$ cat src/blsel_pkg.sv
package blsel_pkg;

  localparam int unsigned TimeW = 32;
  localparam int unsigned HoldW = 16;
  localparam logic [HoldW-1:0] HOLD_RESET = 16'd2000;

  typedef enum logic [1:0] {
    PH_IDLE   = 2'd0,
    PH_SELECT = 2'd1,
    PH_LOCKED = 2'd2
  } phase_t;

  localparam logic [1:0] MODE_ONE   = 2'd0;
  localparam logic [1:0] MODE_TWO   = 2'd1;
  localparam logic [1:0] MODE_THREE = 2'd2;

  typedef struct packed {
    logic [TimeW-1:0] now_ms;
    logic             mode_pressed;
    logic             confirm_pressed;
    logic             restart;
  } in_word_t;

  typedef struct packed {
    logic [1:0] selector_state;
    logic       locked;
    logic [1:0] mode;
    logic       led_a;
    logic       led_b;
    logic       led_c;
  } out_word_t;

  typedef struct packed {
    phase_t           phase;
    logic [1:0]       mode_reg;
    logic             mode_held;
    logic             confirm_held;
    logic [TimeW-1:0] press_start;
  } sel_state_t;

endpackage

$ cat src/button_long_press_mode_selector_core.sv
// Path: an accepted word passes through the input register, then the result
//   register; the selector state updates as a word moves between them.
// Throughput: one word per cycle while the result side is not stalled; the single update step sets the rate.
// Reset: rst, synchronous and active high, empties both registers, returns the
//   selector to idle at mode one and sets the hold time to 2000 ms.
module button_long_press_mode_selector_core
  import blsel_pkg::*;
(
  input  logic             clk,
  input  logic             rst,
  // configuration: hold time in ms
  input  logic             cfg_we,
  input  logic [HoldW-1:0] cfg_data,
  // sample channel
  input  logic             in_valid,
  output logic             in_stall,
  input  in_word_t         in_data,
  // result channel
  output logic             out_valid,
  input  logic             out_stall,
  output out_word_t        out_data
);

  logic [HoldW-1:0] hold_ms;

  // input register
  logic     in_v;
  in_word_t in_word;

  // selector state
  sel_state_t st;
  sel_state_t st_next;

  out_word_t res;
  logic      advance;
  logic      accept;

  // A held word moves on when the result register is empty or being drained,
  // so the input side keeps taking a word each cycle while results flow.
  assign advance  = in_v && (!out_valid || !out_stall);
  assign in_stall = in_v && !advance;
  assign accept   = in_valid && !in_stall;

  always_ff @(posedge clk) begin
    if (rst) begin
      hold_ms <= HOLD_RESET;
    end else if (cfg_we) begin
      hold_ms <= cfg_data;
    end
  end

  always_ff @(posedge clk) begin
    if (rst) begin
      in_v <= 1'b0;
    end else if (accept) begin
      in_v <= 1'b1;
    end else if (advance) begin
      in_v <= 1'b0;
    end
  end

  always_ff @(posedge clk) begin
    if (accept) begin
      in_word <= in_data;
    end
  end

  // update logic: edge detection, elapsed time compare, phase and mode step
  blsel_step u_step (
    .hold_ms (hold_ms),
    .word    (in_word),
    .st      (st),
    .st_next (st_next),
    .res     (res)
  );

  // state commits only when its word is handed to the result register
  always_ff @(posedge clk) begin
    if (rst) begin
      st.phase        <= PH_IDLE;
      st.mode_reg     <= MODE_ONE;
      st.mode_held    <= 1'b0;
      st.confirm_held <= 1'b0;
      st.press_start  <= '0;
    end else if (advance) begin
      st <= st_next;
    end
  end

  // result register
  always_ff @(posedge clk) begin
    if (rst) begin
      out_valid <= 1'b0;
    end else if (advance) begin
      out_valid <= 1'b1;
    end else if (!out_stall) begin
      out_valid <= 1'b0;
    end
  end

  always_ff @(posedge clk) begin
    if (advance) begin
      out_data <= res;
    end
  end

  // --- checks ---

  a_state_hold: assert property (@(posedge clk) disable iff (rst)
    !advance |=> $stable(st))
    else $error("selector state changed without a word moving on");

  a_restart_idle: assert property (@(posedge clk) disable iff (rst)
    advance && in_word.restart |=>
      out_data.selector_state == PH_IDLE && out_data.mode == MODE_ONE)
    else $error("restart did not return to idle at mode one");

  a_lock_leds: assert property (@(posedge clk) disable iff (rst)
    out_valid && out_data.locked |->
      out_data.led_a && out_data.led_b && out_data.led_c &&
      out_data.selector_state == PH_LOCKED)
    else $error("locked word without all LEDs lit");

  a_mode_code: assert property (@(posedge clk) disable iff (rst)
    out_valid |-> out_data.mode != 2'd3)
    else $error("unused mode code on output");

endmodule

$ cat src/blsel_step.sv
module blsel_step
  import blsel_pkg::*;
(
  input  logic [HoldW-1:0] hold_ms,
  input  in_word_t         word,
  input  sel_state_t       st,
  output sel_state_t       st_next,
  output out_word_t        res
);

  logic [TimeW-1:0] start_ts;
  logic [TimeW-1:0] elapsed;
  logic             hold_done;
  logic [1:0]       mode_step;
  logic             lk;

  // confirm timing: a fresh press restarts the timer
  always_comb begin
    start_ts  = (word.confirm_pressed && !st.confirm_held) ? word.now_ms : st.press_start;
    elapsed   = word.now_ms - start_ts;
    hold_done = word.confirm_pressed && (elapsed >= {{(TimeW-HoldW){1'b0}}, hold_ms});
  end

  always_comb begin
    unique case (st.mode_reg)
      MODE_ONE: begin
        mode_step = MODE_TWO;
      end
      MODE_TWO: begin
        mode_step = MODE_THREE;
      end
      default: begin
        mode_step = MODE_ONE;
      end
    endcase
  end

  always_comb begin
    st_next = st;
    if (word.restart) begin
      st_next.phase        = PH_IDLE;
      st_next.mode_reg     = MODE_ONE;
      st_next.mode_held    = 1'b0;
      st_next.confirm_held = 1'b0;
      st_next.press_start  = '0;
    end else begin
      unique case (st.phase)
        PH_IDLE, PH_SELECT: begin
          if (word.mode_pressed && !st.mode_held) begin
            st_next.phase    = PH_SELECT;
            st_next.mode_reg = mode_step;
          end
          st_next.mode_held    = word.mode_pressed;
          st_next.press_start  = start_ts;
          st_next.confirm_held = word.confirm_pressed && !hold_done;
          if (hold_done) begin
            st_next.phase = PH_LOCKED;
          end
        end
        PH_LOCKED: begin
          st_next.press_start  = start_ts;
          st_next.confirm_held = word.confirm_pressed && !hold_done;
          if (hold_done) begin
            st_next.phase    = PH_IDLE;
            st_next.mode_reg = MODE_ONE;
          end
        end
        default: begin
          st_next = st;
        end
      endcase
    end
  end

  always_comb begin
    lk                 = (st_next.phase == PH_LOCKED);
    res.selector_state = st_next.phase;
    res.locked         = lk;
    res.mode           = st_next.mode_reg;
    res.led_a          = lk || (st_next.mode_reg == MODE_ONE);
    res.led_b          = lk || (st_next.mode_reg == MODE_TWO);
    res.led_c          = lk || (st_next.mode_reg == MODE_THREE);
  end

endmodule

$ cat config.mk
export PLATFORM = sky130hd
export DESIGN_NAME = button_long_press_mode_selector_core
export DESIGN_NICKNAME = d
export VERILOG_FILES = /design/src/blsel_pkg.sv /design/src/button_long_press_mode_selector_core.sv /design/src/blsel_step.sv
export SDC_FILE = /design/constraint.sdc
export NUM_CORES = 1
export LEC_CHECK = 0
export ABC_CLOCK_PERIOD_IN_PS = 6900
export CAP_MARGIN = 10
export CORE_ASPECT_RATIO = 0.6
export CORE_UTILIZATION = 40
export CTS_BUF_LIST = sky130_fd_sc_hd__clkbuf_16
export DETAILED_ROUTE_END_ITERATION = 8
export DONT_BUFFER_PORTS = 1
export SLEW_MARGIN = 5
export SYNTH_ARGS = -nofsm -noshare
export SYNTH_HDL_FRONTEND = slang
export SYNTH_SLANG_ARGS = --single-unit
$ cat constraint.sdc
create_clock -name clk -period 6.9 [get_ports clk]
set_input_delay 0.345 -clock clk [delete_from_list [all_inputs] [get_ports clk]]
set_output_delay 0.345 -clock clk [all_outputs]
set_load 0.02 [all_outputs]
==> results of run 1 <==
[per-stage QoR]
stage	worst slack, ns	hold slack, ns	instance area [um2]	total power, uW	std cells
floorplan	1.38	0.432	6100	950	673
CTS	0.973	0.0508	6540	1520	858
detailed placement	0.997	0.424	6250	1030	842
global placement	1.17	0.421	6250	1020	842
finish	0.971	0.0596	6570	1510	860
global route	0.413	0.0414	6570	1600	859
[cell usage in the layout (no fill, tap or decap), types with 5 or more instances in the layout]
master      n
o21bai_1    5
xor2_1      8
nor2_1     79
nor3_1     38
and3_1      7
nand4_1    12
nand3_1     7
mux2i_1    41
o211ai_1    8
edfxtp_1   43
a21o_1     14
nor3b_1     5
o21a_1      6
ha_1       47
a21oi_1    79
clkbuf_16   9
nand2_1    50
dfxtp_1    56
inv_1      22
o21ai_1     5
o21ai_0    24
xnor2_1    14
[cells by family (layout without fill, tap and decap cells)]
logic type	after synthesis	count (layout)	synth area share, %
simple gates	228	228	17.5
buf+inv	54	42	3.55
compound gates	177	177	18.7
xor+xnor	22	22	3.16
flops	99	99	39.6
fa+ha+maj	48	48	9.97
other cells	0	1	0
mux	45	45	7.53
[routing by layer]
| metal | global-route usage [%] | share of wire [%] | up-vias |
|---|---|---|---|
| li1 | - | - | 2431 |
| met1 | 28.9 | 55 | 2297 |
| met2 | 26.2 | 39 | 110 |
| met3 | 4.48 | 5.3 | 11 |
| met4 | 3.56 | 0.75 | 0 |
| met5 | 0 | 0 | - |
[path summary, 6_finish.rpt]
kind | cells after the start | end
worst min register to register | 2 | st[20]
worst max register to register | 23 | out_data[0]
worst max-delay path | 23 | out_data[0]
worst min-delay path | 1 | st[31]
[power by group]
part | switching, uW | internal (uW) | leakage (uW) | total (uW)
Sequential | 18.3 | 639 | 0.000873 | 658
Clock | 241 | 251 | 0.000136 | 492
Combinational | 219 | 144 | 0.00154 | 363
[cell type report]
class | instances | area [um2] | share of cell area, %
diodes | 1 | 2.50 | 0.0381
clock buffers | 9 | 225 | 3.43
multi-input cells | 520 | 3490 | 53.1
inverters | 22 | 82.6 | 1.26
flip-flops and latches | 99 | 2410 | 36.7
well taps | 198 | 248 | 3.77
repair buffers | 4 | 50.0 | 0.762
clock inverters | 7 | 60.1 | 0.914
[cell usage after synthesis, drive strengths merged, types with 14 or more instances]
master / count / area share, %
nand2: 51 / 3.1
inv: 22 / 1.4
mux2i: 41 / 6.7
nor2: 80 / 5.0
clkbuf: 24 / 1.5
a21oi: 81 / 6.9
o21ai: 29 / 2.4
ha: 47 / 9.6
edfxtp: 43 / 21
dfxtp: 56 / 18
a21o: 14 / 1.7
xnor2: 14 / 2.0
nor3: 38 / 3.1
[sequential cells by signal, summed over array words and instances (netlist names)]
signal	cells
in_word	35
in_v	1
st	38
out_data	8
hold_ms	16
out_valid	1
[worst max-delay path: stages, from the launching register on]
cell,delay [ns]
edfxtp_1,0.42
nor2b_4,0.58
mux2i_1,0.41
ha_1,0.29
nor2b_1,0.14
o2111ai_1,0.23
and2_1,0.20
nor2b_1,0.05
o21ai_0,0.15
nand2_1,0.10
a21o_1,0.18
a21oi_1,0.19
xnor2_1,0.15
ha_1,0.28
nand3_1,0.10
nand2_1,0.06
a211o_1,0.29
a211oi_1,0.22
o21ai_0,0.13
nor4_1,0.31
nand4_1,0.22
o41ai_4,0.52
mux2_2,0.42
a21oi_1,0.13
==> summary.md, run 1 <==
| Metric | Value |
|---|---|
| Final critical-path share of the clock period | `a little under nine tenths` |
| Top_reg_cell synth | `dfxtp_1` |
| Clock Path Buffers | `2` |
| First-pass GRT wire length | `23400 um` |
| Die area | `roughly 16000 um2` |
| Synth cell types | `between 60 and 70` |
| DP HPWL | `~11000 um` |
| Slew Viols, Final | `0` |
| Syn Inst Count | `around 670` |
| CP Capture Type | `flop` |
| Clock insertion delay at the later pin of the skew report | `between 0.3 and 0.4 ns` |
| CP Class | `flop to flop` |
| Worst hold start | `rst` |
| Die H | `97.6 um` |
| Starting Density | `41.6%` |
| Syn nets | `approximately 800` |
| EDFF count, synth | `43` |
| Vias | `just under 5000` |
| CTS tree | `done` |
| H-tree levels | `3` |
| Total negative slack | `0 ns` |
| Gpl congestion | `about 0.9` |
| Setup violators final | `0` |
| Skew final | `roughly 0.0076 ns` |
| Part of the Yosys area used for sequential elements | `roughly 40%` |
| Die Width | `~160 um` |
| Worst Path Arrival | `around 6.1 ns` |
| Reg clk slew, reported paths | `roughly 0.07 ns` |
| # Max-Cap Violations | `0` |
| Util after Layout | `44.7%` |
| R2R Path Start | `in_word[1]` |
| RSZ-0062 raised after global routing | `no` |
| WP data required | `a little over 7 ns` |
| Worst min-delay path class | `input pin to flop` |
| Syn Std Cell Area | `a little over 6000 um2` |
| P_leak | `0.00255 uW` |
| Filler cell count | `between 1000 and 1500` |
| Pwr/cell area | `around 230 nW/um2` |
| Core area | `~15000 um2` |
| Largest net degree at the start of global routing | `65` |
| Asr flop ratio synth | `0%` |
| Antenna Nets Post-Route | `0` |
| Postcts setup bufs | `0` |
| Vias in the first global route | `4521` |
| Max-slew headroom | `between 50% and 60%` |
| Clock sinks | `a little under 100` |
| Setup crit start | `in_word[1]` |
| Syn_area_per_cell | `approximately 9 um2` |
| Fmax | `between 150 and 200 MHz` |
| Number of hold buffers added after CTS | `0` |
| # resized after CTS | `0` |
| IO Port Bufs | `0` |
| Routed length per instance | `between 15 and 20 um` |
| Crit path launch type | `flop` |
| FF+latch count, synth | `99` |
| Peak supply drop | `approximately 110 uV` |
| CTS Buf Count | `9` |
| Register-to-register setup slack | `between 0.9 and 1 ns` |
| Minimum clock period | `roughly 6 ns` |
| Final Hold Viols | `0` |
| Drt total wl | `between 10000 and 15000 um` |
| Share of cells above drive strength 1 | `roughly 5.7%` |
| Via density | `roughly 5.6` |
| Root Buffer | `clkbuf_16` |
| Yosys warning count | `0` |
| Global-route usage over all layers | `between 10% and 20%` |
| Rows | `34` |
| Measured slew at the worst slew-check pin | `0.658 ns` |
| Initial DRT Pass Iterations | `5` |
| Area Growth Syn to Fin | `7.69%` |
| Initial antenna violation count | `0` |
| Overflow after GRT | `0` |
| CP Max Fanout | `17` |
| Status | `completed` |
| Residual DRC | `0` |
| Nets@finish | `760` |
| Initial DRC Count | `between 300 and 400` |
| Boundary Pins | `between 60 and 70` |
Power figures use the tool's default switching activity.
==> run 2: changes to the inputs <==
--- a/config.mk
+++ b/config.mk
@@ -8,6 +8,7 @@
 export ABC_CLOCK_PERIOD_IN_PS = 6900
 export CAP_MARGIN = 10
 export CORE_ASPECT_RATIO = 0.6
+export CORE_MARGIN = 2
 export CORE_UTILIZATION = 40
 export CTS_BUF_LIST = sky130_fd_sc_hd__clkbuf_16
 export DETAILED_ROUTE_END_ITERATION = 8
==> summary.md, run 2 (synthesis results as in run 1) <==
| Metric | Value |
|---|---|
| Status | `completed` |
| First-pass GRT wire length | `23900 um (+2.3%)` |
| Via density | `5.58 (-0.95%)` |
| Crit path launch type | `flop` |
| Antenna Nets Post-Route | `0 (unchanged)` |
| Vias | `4786 (-1.3%)` |
| P_leak | `0.00253 uW (-0.67%)` |
| Drt total wl | `14300 um (-0.87%)` |
| Minimum clock period | `5.96 ns (+0.0282 ns)` |
| Antenna cells | `0 (-1)` |
| Clock sinks | `99 (unchanged)` |
| Rows | `34 (unchanged)` |
| Max-slew headroom | `24.6% (-31 points)` |
| Die Width | `163 um (+1.2%)` |
| Worst R2R End | `out_data[0]` |
| Largest net degree at the start of global routing | `65 (unchanged)` |
| Pwr/cell area | `229 nW/um2 (-0.71%)` |
| Skew final | `0.00781 ns (+0.000236 ns)` |
| Worst Path Arrival | `6.16 ns (+0.03 ns)` |
| Internal | `1030 uW (-0.80%)` |
| R2R Path Start | `in_word[1]` |
| Post-Route M1 WL | `7960 um (+0.33%)` |
| Initial antenna violation count | `0 (unchanged)` |
| Filler cell count | `1461 (+0.83%)` |
| Die area | `16300 um2 (+3.3%)` |
| NetSw | `464 uW (-3.0%)` |
| Final worst slack | `0.943 ns (-0.0282 ns)` |
| Max reg flops | `38 (unchanged)` |
| Share of total power in sequential cells | `44.2% (+0.7 points)` |
| Overflow after GRT | `0 (unchanged)` |
| DR WL met2 | `5670 um (+0.18%)` |
| # Max-Cap Violations | `0 (unchanged)` |
| Core area | `14700 um2 (unchanged)` |
| Register-to-register setup slack | `0.94 ns (-0.03 ns)` |
| Reg clk slew, reported paths | `0.07 ns (about the same)` |
| Wire length on met3 | `566 um (-26%)` |
| Measured slew at the worst slew-check pin | `1.13 ns (+0.468 ns)` |
| Routed length per instance | `16.7 um (-0.52%)` |
| Slowest CP cell | `nor2b_4` |
| Share of cells above drive strength 1 | `5.01% (-0.74 points)` |
| Vias in the first global route | `4588 (+1.5%)` |
| Max stage delay on crit path | `0.57 ns (about the same)` |
| RSZ-0062 raised after global routing | `no` |
| IO Port Bufs | `0 (unchanged)` |
| Most frequent cells in the layout | `79 x a21oi_1, 79 x nor2_1, 56 x dfxtp_1, 50 x nand2_1, 47 x ha_1` |
| Final Hold Viols | `0 (unchanged)` |
| WP data required | `7.10 ns (about the same)` |
| H-tree levels | `3 (unchanged)` |
| Clock Path Buffers | `2 (unchanged)` |
| Number of hold buffers added after CTS | `0 (unchanged)` |
| Postcts setup bufs | `0 (unchanged)` |
| # resized after CTS | `0 (unchanged)` |
| Gpl congestion | `0.927 (+5.9%)` |
| DP HPWL | `10700 um (-0.21%)` |
| Critical path endpoint | `out_data[0]` |
| Initial DRC Count | `364 (+8.3%)` |
| Worst min-delay path class | `input pin to flop` |
| Slew Viols, Final | `0 (unchanged)` |
| CP Max Fanout | `16 (-1)` |
| R2r worst-path depth | `23 (unchanged)` |
| Initial DRT Pass Iterations | `4 (-1)` |
| Critical path, cell by cell | `nor2b_4, mux2i_1, ha_1, a21o_1, a31oi_1, and2_1, nor2b_1, o21ai_0, nand2_1, a21o_1, a21oi_1, xnor2_1, ha_1, nand3_1, nand2_1, a211o_1, a211oi_1, o21ai_0, nor4_1, nand4_1, o41ai_4, mux2_2, a21oi_1` |
| Setup violators final | `0 (unchanged)` |
| Setup crit start | `in_word[1]` |
| Clk pwr share | `31.6% (-0.9 points)` |
| Area Growth Syn to Fin | `6.83%` |
| Global-route usage over all layers | `18.5% (-0.32 points)` |
| CTS Buf Count | `9 (unchanged)` |
| Final critical-path share of the clock period | `86.3% (+0.41 points)` |
| CTS tree | `done` |
| Peak supply drop | `120 uV (+7.8%)` |
| Nets@finish | `758 (-0.26%)` |
| Sw Ratio | `31.1% (-0.49 points)` |
| Boundary Pins | `66 (unchanged)` |
| Total negative slack | `0 ns (unchanged)` |
| Clock insertion delay at the later pin of the skew report | `0.35 ns (about the same)` |
| Residual DRC | `0 (unchanged)` |
| Highest Signal Layer | `met4` |
| Starting Density | `41.6% (unchanged)` |
| DP Worst Slack | `1.02 ns (+0.0259 ns)` |
| Fmax | `168 MHz (-0.47%)` |
| Root Buffer | `clkbuf_16` |
| Regs by FF count | `st: 38 flops, in_word: 35 flops, hold_ms: 16 flops` |
| CP Capture Type | `flop` |
| Logic pwr share | `24.2% (+0.2 points)` |
| Most flop-heavy register | `st` |
| Die H | `99.6 um (+2.0%)` |
| CP Class | `flop to flop` |
[run 2: metal layers]
layer	vias up	GRT usage, %
met5	-	0
met4	0	3.88
met3	12	4.13
met2	83	26.3
met1	2257	28.2
li1	2434	-
[run 2: power by group through the flow]
| stage | combinational, uW | clock [uW] | sequential [uW] |
|---|---|---|---|
| final | 361 | 471 | 658 |
| after global routing | 408 | 506 | 661 |
| after CTS | 359 | 485 | 658 |
| after detailed placement | 355 | 0 | 671 |
| after global placement | 353 | 0 | 670 |
| after floorplan | 285 | 0 | 666 |
[run 2: through the flow]
step	std cells	power (uW)	utilization, %	area (um2)	hold slack, ns
after floorplan	673	950	-	6100	0.432
after global placement	841	1020	42.5	6240	0.420
after detailed placement	841	1030	42.5	6240	0.425
after CTS	857	1500	44.4	6520	0.0530
after global routing	857	1570	44.4	6520	0.0425
final	857	1490	44.4	6520	0.0622
[run 2: critical path, delay by kind of cell (launching register included)]
family,cells,cell delay (ns)
compound gates,10,2.20
simple gates,8,1.69
mux,2,0.73
fa+ha+maj,2,0.60
flops,1,0.42
xor+xnor,1,0.15
[run 2: how the worst min path moves through the flow]
| stage | from | endpoint | slack [ns] | cells past startpoint |
|---|---|---|---|---|
| after floorplan | st[32] | st[32] | 0.43 | 2 |
| after global placement | rst | st[37] | 0.42 | 1 |
| after detailed placement | rst | st[33] | 0.42 | 1 |
| after CTS | rst | st[31] | 0.05 | 1 |
| after global routing | rst | st[33] | 0.04 | 1 |
| final | rst | out_valid | 0.06 | 1 |
[run 2: layout make-up]
type | count | area [um2] | share of cell area, %
flip-flops and latches | 99 | 2410 | 37.0
inverters | 22 | 82.6 | 1.27
clock buffers | 9 | 225 | 3.46
repair buffers | 2 | 15.0 | 0.230
well taps | 198 | 248 | 3.80
clock inverters | 7 | 45.0 | 0.691
multi-input cells | 520 | 3490 | 53.5
